### src/design/moving_average_jump_reset_defines.svh
// ----------------------------------------------------------------------------
// moving_average_jump_reset assertion macros
// Shared concurrent assertion shorthands for the moving average design.
// ----------------------------------------------------------------------------
`ifndef MOVING_AVERAGE_JUMP_RESET_DEFINES_SVH
`define MOVING_AVERAGE_JUMP_RESET_DEFINES_SVH

// Same-cycle implication, checked outside reset
`define MAJ_ASSERT_NOW(label, ante, cons, msg) \
    label: assert property (@(posedge i_clk) disable iff (!i_rst_n) \
        (ante) |-> (cons)) else $error(msg);

// Next-cycle implication, checked outside reset
`define MAJ_ASSERT_NEXT(label, ante, cons, msg) \
    label: assert property (@(posedge i_clk) disable iff (!i_rst_n) \
        (ante) |=> (cons)) else $error(msg);

`endif

### src/design/maj_pkg.sv
// ----------------------------------------------------------------------------
// maj_pkg
// Shared widths, defaults and types of the moving average with jump reset.
// ----------------------------------------------------------------------------
package maj_pkg;

    // Sample width, unsigned Q2.14
    localparam int DATA_W = 16;

    // Default window length
    localparam int WINDOW_LENGTH_DEF = 20;

    // Jump threshold after reset, about 0.02 in Q2.14
    localparam logic [DATA_W-1:0] THRESH_RST = 16'd328;

    // Per-beat side info that travels alongside the running sum
    typedef struct packed {
        logic              restart;
        logic [DATA_W-1:0] sample;
    } t_item;

endpackage

### src/design/maj_cell.sv
// ----------------------------------------------------------------------------
// maj_cell
// One window entry: shifts in its neighbor's value, or loads the fill value.
// ----------------------------------------------------------------------------
module maj_cell
    import maj_pkg::*;
(
    input  logic              i_clk,
    input  logic              i_rst_n,
    input  logic              i_en,       // a beat is accepted
    input  logic              i_restart,  // refill the whole window
    input  logic [DATA_W-1:0] i_fill,     // refill value (the new sample)
    input  logic [DATA_W-1:0] i_prev,     // entry of the upstream neighbor
    output logic [DATA_W-1:0] o_entry
);

    logic [DATA_W-1:0] r_entry;
    logic [DATA_W-1:0] n_entry;

    // next entry: refill wins over shift
    always_comb begin
        n_entry = r_entry;
        if (i_en) begin
            n_entry = i_restart ? i_fill : i_prev;
        end
    end

    always_ff @(posedge i_clk) begin
        if (!i_rst_n) begin
            r_entry <= '0;
        end else begin
            r_entry <= n_entry;
        end
    end

    assign o_entry = r_entry;

endmodule

### src/design/maj_mean.sv
// ----------------------------------------------------------------------------
// maj_mean
// Two-stage divide of the running sum by the window length, output register.
// ----------------------------------------------------------------------------
module maj_mean
    import maj_pkg::*;
#(
    parameter int WINDOW_LENGTH = WINDOW_LENGTH_DEF
) (
    input  logic                                     i_clk,
    input  logic                                     i_rst_n,
    input  logic                                     i_valid,
    output logic                                     o_ready,
    input  logic [DATA_W+$clog2(WINDOW_LENGTH)-1:0]  i_sum,
    input  t_item                                    i_item,
    output logic                                     o_valid,
    input  logic                                     i_ready,
    output logic [DATA_W-1:0]                        o_value,
    output logic                                     o_restart
);

    localparam int SUM_W   = DATA_W + $clog2(WINDOW_LENGTH);
    localparam int LOG_N   = $clog2(WINDOW_LENGTH);
    localparam int SHIFT   = SUM_W + LOG_N;
    localparam int RECIP_W = SUM_W + 1;
    localparam int PROD_W  = SUM_W + RECIP_W;
    // ceil(2^SHIFT / N): exact floor division for any sum below 2^SUM_W
    localparam logic [63:0] RECIP_FULL =
        ((64'd1 << SHIFT) + 64'(WINDOW_LENGTH) - 64'd1) / 64'(WINDOW_LENGTH);
    localparam logic [RECIP_W-1:0] RECIP = RECIP_FULL[RECIP_W-1:0];

    logic              r_p2_valid;
    logic [PROD_W-1:0] r_p2_prod;
    t_item             r_p2_item;
    logic              r_out_valid;
    logic [DATA_W-1:0] r_out_value;
    logic              r_out_restart;

    logic              w_out_ready;
    logic              w_p2_ready;
    logic [DATA_W-1:0] w_quot;

    // each stage takes a beat when empty or when it drains this cycle
    assign w_out_ready = !r_out_valid || i_ready;
    assign w_p2_ready  = !r_p2_valid || w_out_ready;
    assign o_ready     = w_p2_ready;

    assign w_quot = r_p2_prod[SHIFT +: DATA_W];

    // reciprocal multiply stage
    always_ff @(posedge i_clk) begin
        if (!i_rst_n) begin
            r_p2_valid <= 1'b0;
        end else if (w_p2_ready) begin
            r_p2_valid <= i_valid;
        end
    end

    always_ff @(posedge i_clk) begin
        if (w_p2_ready && i_valid) begin
            r_p2_prod <= PROD_W'(i_sum) * PROD_W'(RECIP);
            r_p2_item <= i_item;
        end
    end

    // output register: mean, or the sample itself after a refill
    always_ff @(posedge i_clk) begin
        if (!i_rst_n) begin
            r_out_valid <= 1'b0;
        end else if (w_out_ready) begin
            r_out_valid <= r_p2_valid;
        end
    end

    always_ff @(posedge i_clk) begin
        if (w_out_ready && r_p2_valid) begin
            r_out_value   <= r_p2_item.restart ? r_p2_item.sample : w_quot;
            r_out_restart <= r_p2_item.restart;
        end
    end

    assign o_valid   = r_out_valid;
    assign o_value   = r_out_value;
    assign o_restart = r_out_restart;

endmodule

### src/design/moving_average_jump_reset.sv
// ----------------------------------------------------------------------------
// moving_average_jump_reset
// Boxcar moving average over a row of entry cells, refilled on a step.
// ----------------------------------------------------------------------------
// One sample beat is taken every clock cycle until a result beat that is not
// taken stalls the pipeline stage by stage and all stages fill. Each gives one
// result beat via window update, reciprocal multiply and output register. The
// window is a row of WINDOW_LENGTH cells that shift by one per beat and all
// load the sample on a restart, with a running sum beside them; the restart
// decision compares the sum against N*(x+T+1) and N*(x-T), so the window
// state is ready for the next sample in the same cycle. Entries clear to zero
// at reset with no clearing pass. The user is to write jump_threshold on the
// cfg channel only while the block is idle; the block does not enforce it.
// ----------------------------------------------------------------------------
`include "moving_average_jump_reset_defines.svh"

module moving_average_jump_reset
    import maj_pkg::*;
#(
    parameter int WINDOW_LENGTH = WINDOW_LENGTH_DEF
) (
    input  logic              i_clk,
    input  logic              i_rst_n,
    // configuration write: jump_threshold
    input  logic              i_cfg_valid,
    output logic              o_cfg_ready,
    input  logic [DATA_W-1:0] i_cfg_data,
    // sample input
    input  logic              s_axis_tvalid,
    output logic              s_axis_tready,
    input  logic [DATA_W-1:0] s_axis_tdata,   // [15:0] sample_value
    // result output
    output logic              m_axis_tvalid,
    input  logic              m_axis_tready,
    output logic [DATA_W-1:0] m_axis_tdata,   // [15:0] average_value
    output logic [0:0]        m_axis_tuser    // [0] restarted
);

    localparam int SUM_W  = DATA_W + $clog2(WINDOW_LENGTH);
    localparam int NW     = $clog2(WINDOW_LENGTH + 1);
    localparam int PROD_W = DATA_W + 1 + NW;
    localparam logic [NW-1:0] N_C = NW'(WINDOW_LENGTH);

    logic [DATA_W-1:0] r_thresh;
    logic [SUM_W-1:0]  r_sum;
    logic [SUM_W-1:0]  n_sum;
    logic              r_p1_valid;
    logic [SUM_W-1:0]  r_p1_sum;
    t_item             r_p1_item;

    logic [DATA_W-1:0] w_entry [WINDOW_LENGTH];
    logic              w_accept;
    logic              w_mean_ready;
    logic              w_jump;
    logic              w_above;
    logic [SUM_W-1:0]  w_sum_upd;
    logic [SUM_W-1:0]  w_sum_fill;
    logic [PROD_W-1:0] w_hi_lim;
    logic [PROD_W-1:0] w_lo_lim;
    logic [PROD_W-1:0] w_sum_ext;
    t_item             w_item;

    // configuration register
    assign o_cfg_ready = 1'b1;

    always_ff @(posedge i_clk) begin
        if (!i_rst_n) begin
            r_thresh <= THRESH_RST;
        end else if (i_cfg_valid) begin
            r_thresh <= i_cfg_data;
        end
    end

    // window update stage takes a beat when empty or draining
    assign s_axis_tready = !r_p1_valid || w_mean_ready;
    assign w_accept      = s_axis_tvalid && s_axis_tready;

    // running sum: drop oldest cell, add new sample
    assign w_sum_upd = r_sum - SUM_W'(w_entry[WINDOW_LENGTH-1]) + SUM_W'(s_axis_tdata);
    assign w_sum_ext = PROD_W'(w_sum_upd);

    // mean > x+T  <=>  sum >= N*(x+T+1);  mean < x-T  <=>  sum < N*(x-T)
    assign w_above  = s_axis_tdata > r_thresh;
    assign w_hi_lim = (PROD_W'(s_axis_tdata) + PROD_W'(r_thresh) + PROD_W'(1)) * PROD_W'(N_C);
    assign w_lo_lim = PROD_W'(s_axis_tdata - r_thresh) * PROD_W'(N_C);
    assign w_jump   = (w_sum_ext >= w_hi_lim) || (w_above && (w_sum_ext < w_lo_lim));

    assign w_sum_fill = SUM_W'(PROD_W'(s_axis_tdata) * PROD_W'(N_C));

    always_comb begin
        n_sum = r_sum;
        if (w_accept) begin
            n_sum = w_jump ? w_sum_fill : w_sum_upd;
        end
    end

    always_ff @(posedge i_clk) begin
        if (!i_rst_n) begin
            r_sum <= '0;
        end else begin
            r_sum <= n_sum;
        end
    end

    // row of window cells
    for (genvar k = 0; k < WINDOW_LENGTH; k++) begin : g_cell
        maj_cell u_cell (
            .i_clk     (i_clk),
            .i_rst_n   (i_rst_n),
            .i_en      (w_accept),
            .i_restart (w_jump),
            .i_fill    (s_axis_tdata),
            .i_prev    ((k == 0) ? s_axis_tdata : w_entry[(k == 0) ? 0 : k-1]),
            .o_entry   (w_entry[k])
        );
    end

    // hand the updated sum on to the divide stages
    assign w_item.restart = w_jump;
    assign w_item.sample  = s_axis_tdata;

    always_ff @(posedge i_clk) begin
        if (!i_rst_n) begin
            r_p1_valid <= 1'b0;
        end else if (s_axis_tready) begin
            r_p1_valid <= s_axis_tvalid;
        end
    end

    always_ff @(posedge i_clk) begin
        if (w_accept) begin
            r_p1_sum  <= w_sum_upd;
            r_p1_item <= w_item;
        end
    end

    maj_mean #(
        .WINDOW_LENGTH (WINDOW_LENGTH)
    ) u_mean (
        .i_clk     (i_clk),
        .i_rst_n   (i_rst_n),
        .i_valid   (r_p1_valid),
        .o_ready   (w_mean_ready),
        .i_sum     (r_p1_sum),
        .i_item    (r_p1_item),
        .o_valid   (m_axis_tvalid),
        .i_ready   (m_axis_tready),
        .o_value   (m_axis_tdata),
        .o_restart (m_axis_tuser[0])
    );

    // input stalls only when every stage up to the output holds a beat
    `MAJ_ASSERT_NOW(a_stall_full, !s_axis_tready, r_p1_valid && m_axis_tvalid,
        "input stalled while pipeline has a hole")

    // after a refill the first and last cells agree
    `MAJ_ASSERT_NEXT(a_refill_flat, w_accept && w_jump,
        w_entry[0] == w_entry[WINDOW_LENGTH-1], "window not uniform after refill")

    // running sum never exceeds N full-scale samples
    `MAJ_ASSERT_NOW(a_sum_bound, 1'b1,
        PROD_W'(r_sum) <= PROD_W'({DATA_W{1'b1}}) * PROD_W'(N_C),
        "running sum out of range")

endmodule

### config.mk
export PLATFORM = sky130hd
export DESIGN_NAME = moving_average_jump_reset
export DESIGN_NICKNAME = d
export VERILOG_FILES = /design/src/design/maj_pkg.sv /design/src/design/maj_cell.sv /design/src/design/maj_mean.sv /design/src/design/moving_average_jump_reset.sv
export VERILOG_INCLUDE_DIRS = /design/src /design/src/design
export SDC_FILE = /design/constraint.sdc
export NUM_CORES = 1
export LEC_CHECK = 0
export ABC_CLOCK_PERIOD_IN_PS = 18700
export BUFFER_PORTS_ARGS = -buffer_cell sky130_fd_sc_hd__buf_2
export CAP_MARGIN = 20
export CORE_ASPECT_RATIO = 2
export CORE_MARGIN = 2
export CORE_UTILIZATION = 30
export CTS_CLUSTER_DIAMETER = 120
export DETAILED_ROUTE_END_ITERATION = 8
export GPL_ROUTABILITY_DRIVEN = 0
export HOLD_SLACK_MARGIN = 0.06
export PLACE_DENSITY = 0.41
export SYNTH_ARGS = -nofsm -noshare
export SYNTH_HDL_FRONTEND = slang
export SYNTH_SLANG_ARGS = --single-unit
### constraint.sdc
create_clock -name i_clk -period 18.7 [get_ports i_clk]
set_clock_uncertainty 0.15 [all_clocks]
set_input_delay 0.935 -clock i_clk [delete_from_list [all_inputs] [get_ports i_clk]]
set_output_delay 0.935 -clock i_clk [all_outputs]
set_load 0.05 [all_outputs]
# After elaboration in Yosys (flattened, before gate mapping)
# Cells that the tools add are included.
# Widths: inputs -> output; s select.
dict set report word_totals {
  ff_bits 472
  in_bits 37
  output_inout_bits 20
  elab_cells 77
}
dict set report classes {
  n_addsub 5
  mul 4
  n_lt_le_gt_ge 3
  mux 21
  reduce_logical 11
}
# operator count
set ops {}
lappend ops {{$mux 16} 20}
lappend ops {{$mul 21x20->40 const B} 1}
lappend ops {{$ge 21x22->1} 1}
lappend ops {{$lt 21x22->1} 1}
lappend ops {{$mul 22x3->20 const B} 1}
lappend ops {{$add 21x16->21} 1}
lappend ops {{$mux 21} 1}
lappend ops {{$sub 21x16->21} 1}
lappend ops {{$mul 18x3->20 const B} 1}
lappend ops {{$mul 16x3->19 const B} 1}
lappend ops {{$add 17x1->18 const B} 1}
lappend ops {{$add 16x16->17} 1}
lappend ops {{$sub 16x16->17} 1}
lappend ops {{$gt 16x16->1} 1}
lappend ops {{$logic_and 1x1->1} 4}
lappend ops {{$logic_or 1x1->1} 4}
lappend ops {{$logic_not 1->1} 3}

# Depth between registers and ports, before layout
dict set report logic_depth {
  word_depth 6
  ltp_mapped 35
  depth_no_buf 32
}

# Cells and area by module
# Synthesis repeated with hierarchy kept, for this count alone.
dict set report unflattened {
  cells_unflattened 3266
  hier_area_um2 32115.8
}
# mod instances cells_each area_per_inst_um2 seq_area_each_um2
set by_module_without_submodules {}
lappend by_module_without_submodules {maj_cell 20 70 690.7 320.3}
lappend by_module_without_submodules {maj_mean 1 864 9414.0 1541.5}
lappend by_module_without_submodules {moving_average_jump_reset 1 1002 8888.5 1901.8}

# Worst setup path before layout
# No wires, ideal clock.
dict set report synth_path {
  path_type {input -> register}
  startpoint {in s_axis_tdata[1]}
  endpoint {reg r_sum[14]}
  setup_ns 0.195
  t_arrival_ns 6.243
  required_ns 18.355
  slack_ns 12.112
  path_stages 33
  n_path_buf 2
  path_cell_list {ha_1 -> nor2b_1 -> o31ai_1 -> a21oi_1 -> a21oi_1 -> nor2_1 -> o21a_1 -> nor2_1 -> o21bai_1 -> a21oi_1 -> xnor2_1 -> ha_1 -> ha_1 -> nor2_1 -> nor2_1 -> o21ai_0 -> a21oi_1 -> o21ai_0 -> o21ai_0 -> xnor2_1 -> ha_1 -> a211oi_1 -> nand2_1 -> a2111oi_0 -> nand3_1 -> a211oi_1 -> nor3_1 -> and2b_4 -> inv_2 -> buf_6 -> buf_4 -> mux2i_1 -> a21oi_1}
}
dict set report synth_between {
  elab_chain_len 6
  word_cells_on_any_way 13
  classes_between {4 x add/sub; 3 x mul; 3 x order compare; 1 x mux; 2 x reduce/logical}
}
# element line_no
set synth_lines {}
lappend synth_lines {{from (decl)} moving_average_jump_reset.sv:31} ;# input logic [DATA_W-1:0] s_axis_tdata,
lappend synth_lines {{$add 16x16->17 or $sub 16x16->17 (tied branches)} {moving_average_jump_reset.sv:84, moving_average_jump_reset.sv:85}}
lappend synth_lines {{$add 17x1->18 or $mul 22x3->20 (tied branches)} {moving_average_jump_reset.sv:84, moving_average_jump_reset.sv:85}}
lappend synth_lines {{$mul 18x3->20 or $lt 21x22->1 (tied branches)} {moving_average_jump_reset.sv:84, moving_average_jump_reset.sv:86}}
lappend synth_lines {{$ge 21x22->1 or $logic_and 1x1->1 (tied branches)} moving_average_jump_reset.sv:86} ;# assign w_jump = (w_sum_ext >= w_hi_lim) || (w_above && (w_sum_ext < w_lo_lim));
lappend synth_lines {{$logic_or 1x1->1 (*)} moving_average_jump_reset.sv:86}
lappend synth_lines {{named net g_cell[0].u_cell.i_restart} maj_cell.sv:11} ;# input logic i_restart,
lappend synth_lines {{$mux 21 (*)} moving_average_jump_reset.sv:93} ;# n_sum = w_jump ? w_sum_fill : w_sum_upd;
lappend synth_lines {{to (signal assigned)} moving_average_jump_reset.sv:101} ;# r_sum <= n_sum;
lappend synth_lines {{to (decl)} moving_average_jump_reset.sv:45} ;# logic [SUM_W-1:0] r_sum;
# The timed path passes the listed nets; every way through them passes the cells marked *.
# A chain may end at the register's enable or synchronous reset.

# Final worst setup path
dict set report layout_path {
  startpoint {reg r_thresh[1]}
  endpoint {reg g_cell[14].u_cell.r_entry[3]}
}
dict set report layout_between {
  elab_chain_len 6
  word_cells_on_any_way 11
  classes_between {3 x add/sub; 2 x mul; 3 x order compare; 1 x mux; 2 x reduce/logical}
}
# element line_no
set layout_lines {}
lappend layout_lines {{from (decl)} moving_average_jump_reset.sv:44} ;# logic [DATA_W-1:0] r_thresh;
lappend layout_lines {{from (signal assigned)} moving_average_jump_reset.sv:70} ;# r_thresh <= i_cfg_data;
lappend layout_lines {{$add 16x16->17 or $sub 16x16->17 (tied branches)} {moving_average_jump_reset.sv:84, moving_average_jump_reset.sv:85}}
lappend layout_lines {{$add 17x1->18 or $mul 22x3->20 (tied branches)} {moving_average_jump_reset.sv:84, moving_average_jump_reset.sv:85}}
lappend layout_lines {{$mul 18x3->20 or $lt 21x22->1 (tied branches)} {moving_average_jump_reset.sv:84, moving_average_jump_reset.sv:86}}
lappend layout_lines {{$ge 21x22->1 or $logic_and 1x1->1 (tied branches)} moving_average_jump_reset.sv:86}
lappend layout_lines {{$logic_or 1x1->1 (*)} moving_average_jump_reset.sv:86}
lappend layout_lines {{$mux 16 (*)} maj_cell.sv:24} ;# n_entry = i_restart ? i_fill : i_prev;
lappend layout_lines {{to (signal assigned)} maj_cell.sv:32} ;# r_entry <= n_entry;
lappend layout_lines {{to (decl)} maj_cell.sv:17} ;# logic [DATA_W-1:0] r_entry;
# Every way passes the cells marked *; elsewhere a longest branch is shown, timed or not.

==> out/qor.log <==
[grt] GRT Total Usage 0.166
[route] WL per Instance 18.3 um
[route] final wirelength 83900 um
[route] routed wire length on met2 46300 um
[grt] pin count of the biggest net entering global routing 228
[sta] number of pins with negative max-slew slack in the final report 0
[synthesis] Synthesized Nets 3851
[route] Antenna Violating Nets Remaining 0
[sta] Tmin final 8.46 ns
[setup_path] Worst EP required 19.09 ns
[die] die width 227 um
[layout] total inserted antenna cells 0
[synthesis] Mapped Avg Cell Area 9.17 um^2
[cts] CTS Buf Count 45
[grt] global route total overflow 0
[run_status] run status finished, final reports clean
[synthesis] share of Yosys cell area claimed by the top area cell type 0.241
[cts] depth of the CTS H-tree 2
[synthesis] Post-synth ARST share 0
[die] count of boundary I/O pins 57
[setup_path] CP delay by family, top compound AO/OA/AOI/OAI gates
[die] Die Y 451 um
[hold_path] path category of the worst min-delay check register to register
[sta] RSZ-0062 raised after global routing false
[synthesis] Post-Synth Adder-Cell Area 0.270
[layout] most frequent cells in the layout 393 x inv_1, 377 x ha_1, 360 x dfxtp_1, 341 x nand2_1, 329 x o21ai_0
[layout] ratio of cells with drive above 1 in the final layout 0.0616
[die] Starting Density 0.301
[synthesis] count of different cell masters after synthesis 72
[synthesis] parity-gate share of the synthesized area counting xor and xnor cells 0.0295
[route] violation count after the first detailed-route iteration 1351
[synthesis] FF+latch count, synth 448
[setup_path] Setup CP Type register to register
[route] Remaining DRCs 0
[sta] period utilization 0.453
[flow_run] Max-cap violations 0
[grt] antenna violations before repair 0
[setup_path] Critical Path Slowest Stage Cell buf_4
[setup_path] arrival time at the worst endpoint 8.85 ns
[layout] number of nets in the layout 3792
[route] total via count after detailed routing 22.5k
[layout] area overhead of the layout relative to synthesis 9.50%
[route] Post-Route M1 WL 31800 um
[cts] clock tree from TritonCTS yes
[synthesis] share of synthesized cell area in and, or, nand and nor gates 0.0934
[route] drt pass-1 iters 8
[setup_path] CP endpoint kind register
[synthesis] Yosys warning total 0
[cts] number of gates resized after cts 0
[sta] Worst slew margin 0.210
[sta] number of setup violations in the final report 0
[synthesis] cell types with the largest area share after synthesis dfxtp_1 24%, ha_1 16%, fa_1 11%
[sta] count of endpoints failing hold in the final timing report 0
[cts] CTS root buf clkbuf_16
[synthesis] most common flop cell mapped by yosys dfxtp_1
[synthesis] multiplexer fraction of the synthesized cell area 0.0140
[synthesis] cell area after technology mapping 30000 um^2
[synthesis] number of flops mapped to enable cells by yosys 88
[route] Max Used Layer met4
[cts] Max Root-Sink Buffers 3
[grt] vias in the first global route 23.3k
[route] met3 wire len 1580 um
[layout] most frequent standard cell in the layout excluding fill and tap cells inv_1
[cts] TritonCTS sink count 448
[grt] first-pass GRT wire length 132000 um
[sta] post-route setup TNS 0 ns
[setup_path] Worst Path Max Fanout 96
[synthesis] Post-Syn Instances 3268
[setup_path] crit start category register
[die] area enclosed by the die boundary 103000 um^2
[placement] detailed-placement wirelength estimate 62200 um
[setup_path] buffers and inverters on the worst path 3
[sta] max frequency 118 MHz
[sta] worst hold margin 0.271 ns
[cts] Clock Latency Late Sink 0.63 ns
[route] mean number of vias per cell 4.93
[sta] slew at the pin closest to its max-slew limit 1.19 ns
[placement] port bufs 55
[synthesis] main combinational cell family by area after synthesis adder cells
[cts] hold buffer count at CTS 0
[cts] Post-CTS Repair Setup Buffers 0
[synthesis] sequential-to-total area share from yosys stat 0.329
[die] number of rows in the core area 164
[synthesis] post-synthesis compound-gate area fraction 0.184
[die] area of the core 99500 um^2
[setup_path] longest individual stage delay on the worst path 0.88 ns
[synthesis] Yosys top cell by area dfxtp_1
[cts] clock-pin slew of the registers on the worst-case setup and hold paths 0.07 ns
==> state kept, by name (all words and copies together) (netlist names) <==
register / cells
r_p1_item: 17
u_mean.o_value: 16
r_sum: 21
u_mean.o_restart: 1
u_mean.o_valid: 1
u_mean.r_p2_prod: 16
u_mean.r_p2_item: 17
r_thresh: 16
r_p1_sum: 21
g_cell.u_cell.o_entry: 320
r_p1_valid: 1
u_mean.r_p2_valid: 1
==> per-stage QoR <==
| stage | setup slack [ns] | std cells | area, um^2 | util |
|---|---|---|---|---|
| floorplan | 12.11 | 3268 | 30000 | - |
| global placement | 9.52 | 4490 | 31200 | 0.313 |
| detailed placement | 9.47 | 4490 | 31200 | 0.313 |
| CTS | 10.10 | 4573 | 32800 | 0.330 |
| global route | 9.50 | 4573 | 32800 | 0.330 |
| finish | 10.24 | 4573 | 32800 | 0.330 |
==> cells by family after synthesis <==
family / Yosys count
AOI/OAI and AO/OA: 915
buffers and inverters: 577
xor gates and xnor gates: 101
DFF: 448
other: 1
and+or+nand+nor: 640
adders and majority gates: 546
muxes: 40
==> synthesized netlist by cell type, types with 3 or more instances <==
master,instances
inv_1,394
ha_1,377
dfxtp_1,360
nand2_1,342
o21ai_0,329
a31oi_1,280
fa_1,169
nor2_1,152
clkbuf_1,119
a21oi_1,104
edfxtp_1,88
xnor2_1,72
a211oi_1,52
nor2b_1,35
a21o_1,32
buf_2,31
xor2_1,29
mux2i_1,24
o21a_1,23
nand3_1,21
a21boi_0,20
nor3_1,17
buf_6,16
mux2_2,16
nand2b_1,16
o21bai_1,16
buf_4,14
o211ai_1,13
nand2_4,10
and3_1,9
nand4_1,8
o31ai_1,8
or3_1,7
and2_1,5
and4_1,4
a2111oi_0,3
a211o_1,3
a311oi_1,3
nand2_2,3
o2111ai_1,3
or2_2,3
==> per-layer routing <==
metal | track usage | up-vias
li1 | - | 11137
met1 | 0.176 | 10971
met2 | 0.322 | 287
met3 | 0.0154 | 144
met4 | 0.0795 | 0
met5 | 0 | -
==> layout make-up <==
cell class                      instances  area [um^2]
Multi-Input combinational cell       2243        17800
Timing Repair Buffer                   76          442
Clock inverter                         12          198
Clock buffer                           71         1410
Inverter                              395         1490
Tap cell                             1328         1660
Sequential cell                       448         9850
Fill cell                           10409        66700
==> final timing paths <==
check	depth (start not counted)	to	start	slack, ns
worst min register to register	0	u_mean.r_p2_item[14]	r_p1_item[14]	0.27
worst min-delay path	0	u_mean.r_p2_item[14]	r_p1_item[14]	0.27
worst max-delay path	28	g_cell[14].u_cell.o_entry[3]	r_thresh[1]	10.24
worst max register to register	28	g_cell[14].u_cell.o_entry[3]	r_thresh[1]	10.24
Power is not shown: default switching activity piles up to over one toggle a cycle in this logic, so the estimate is an artifact.
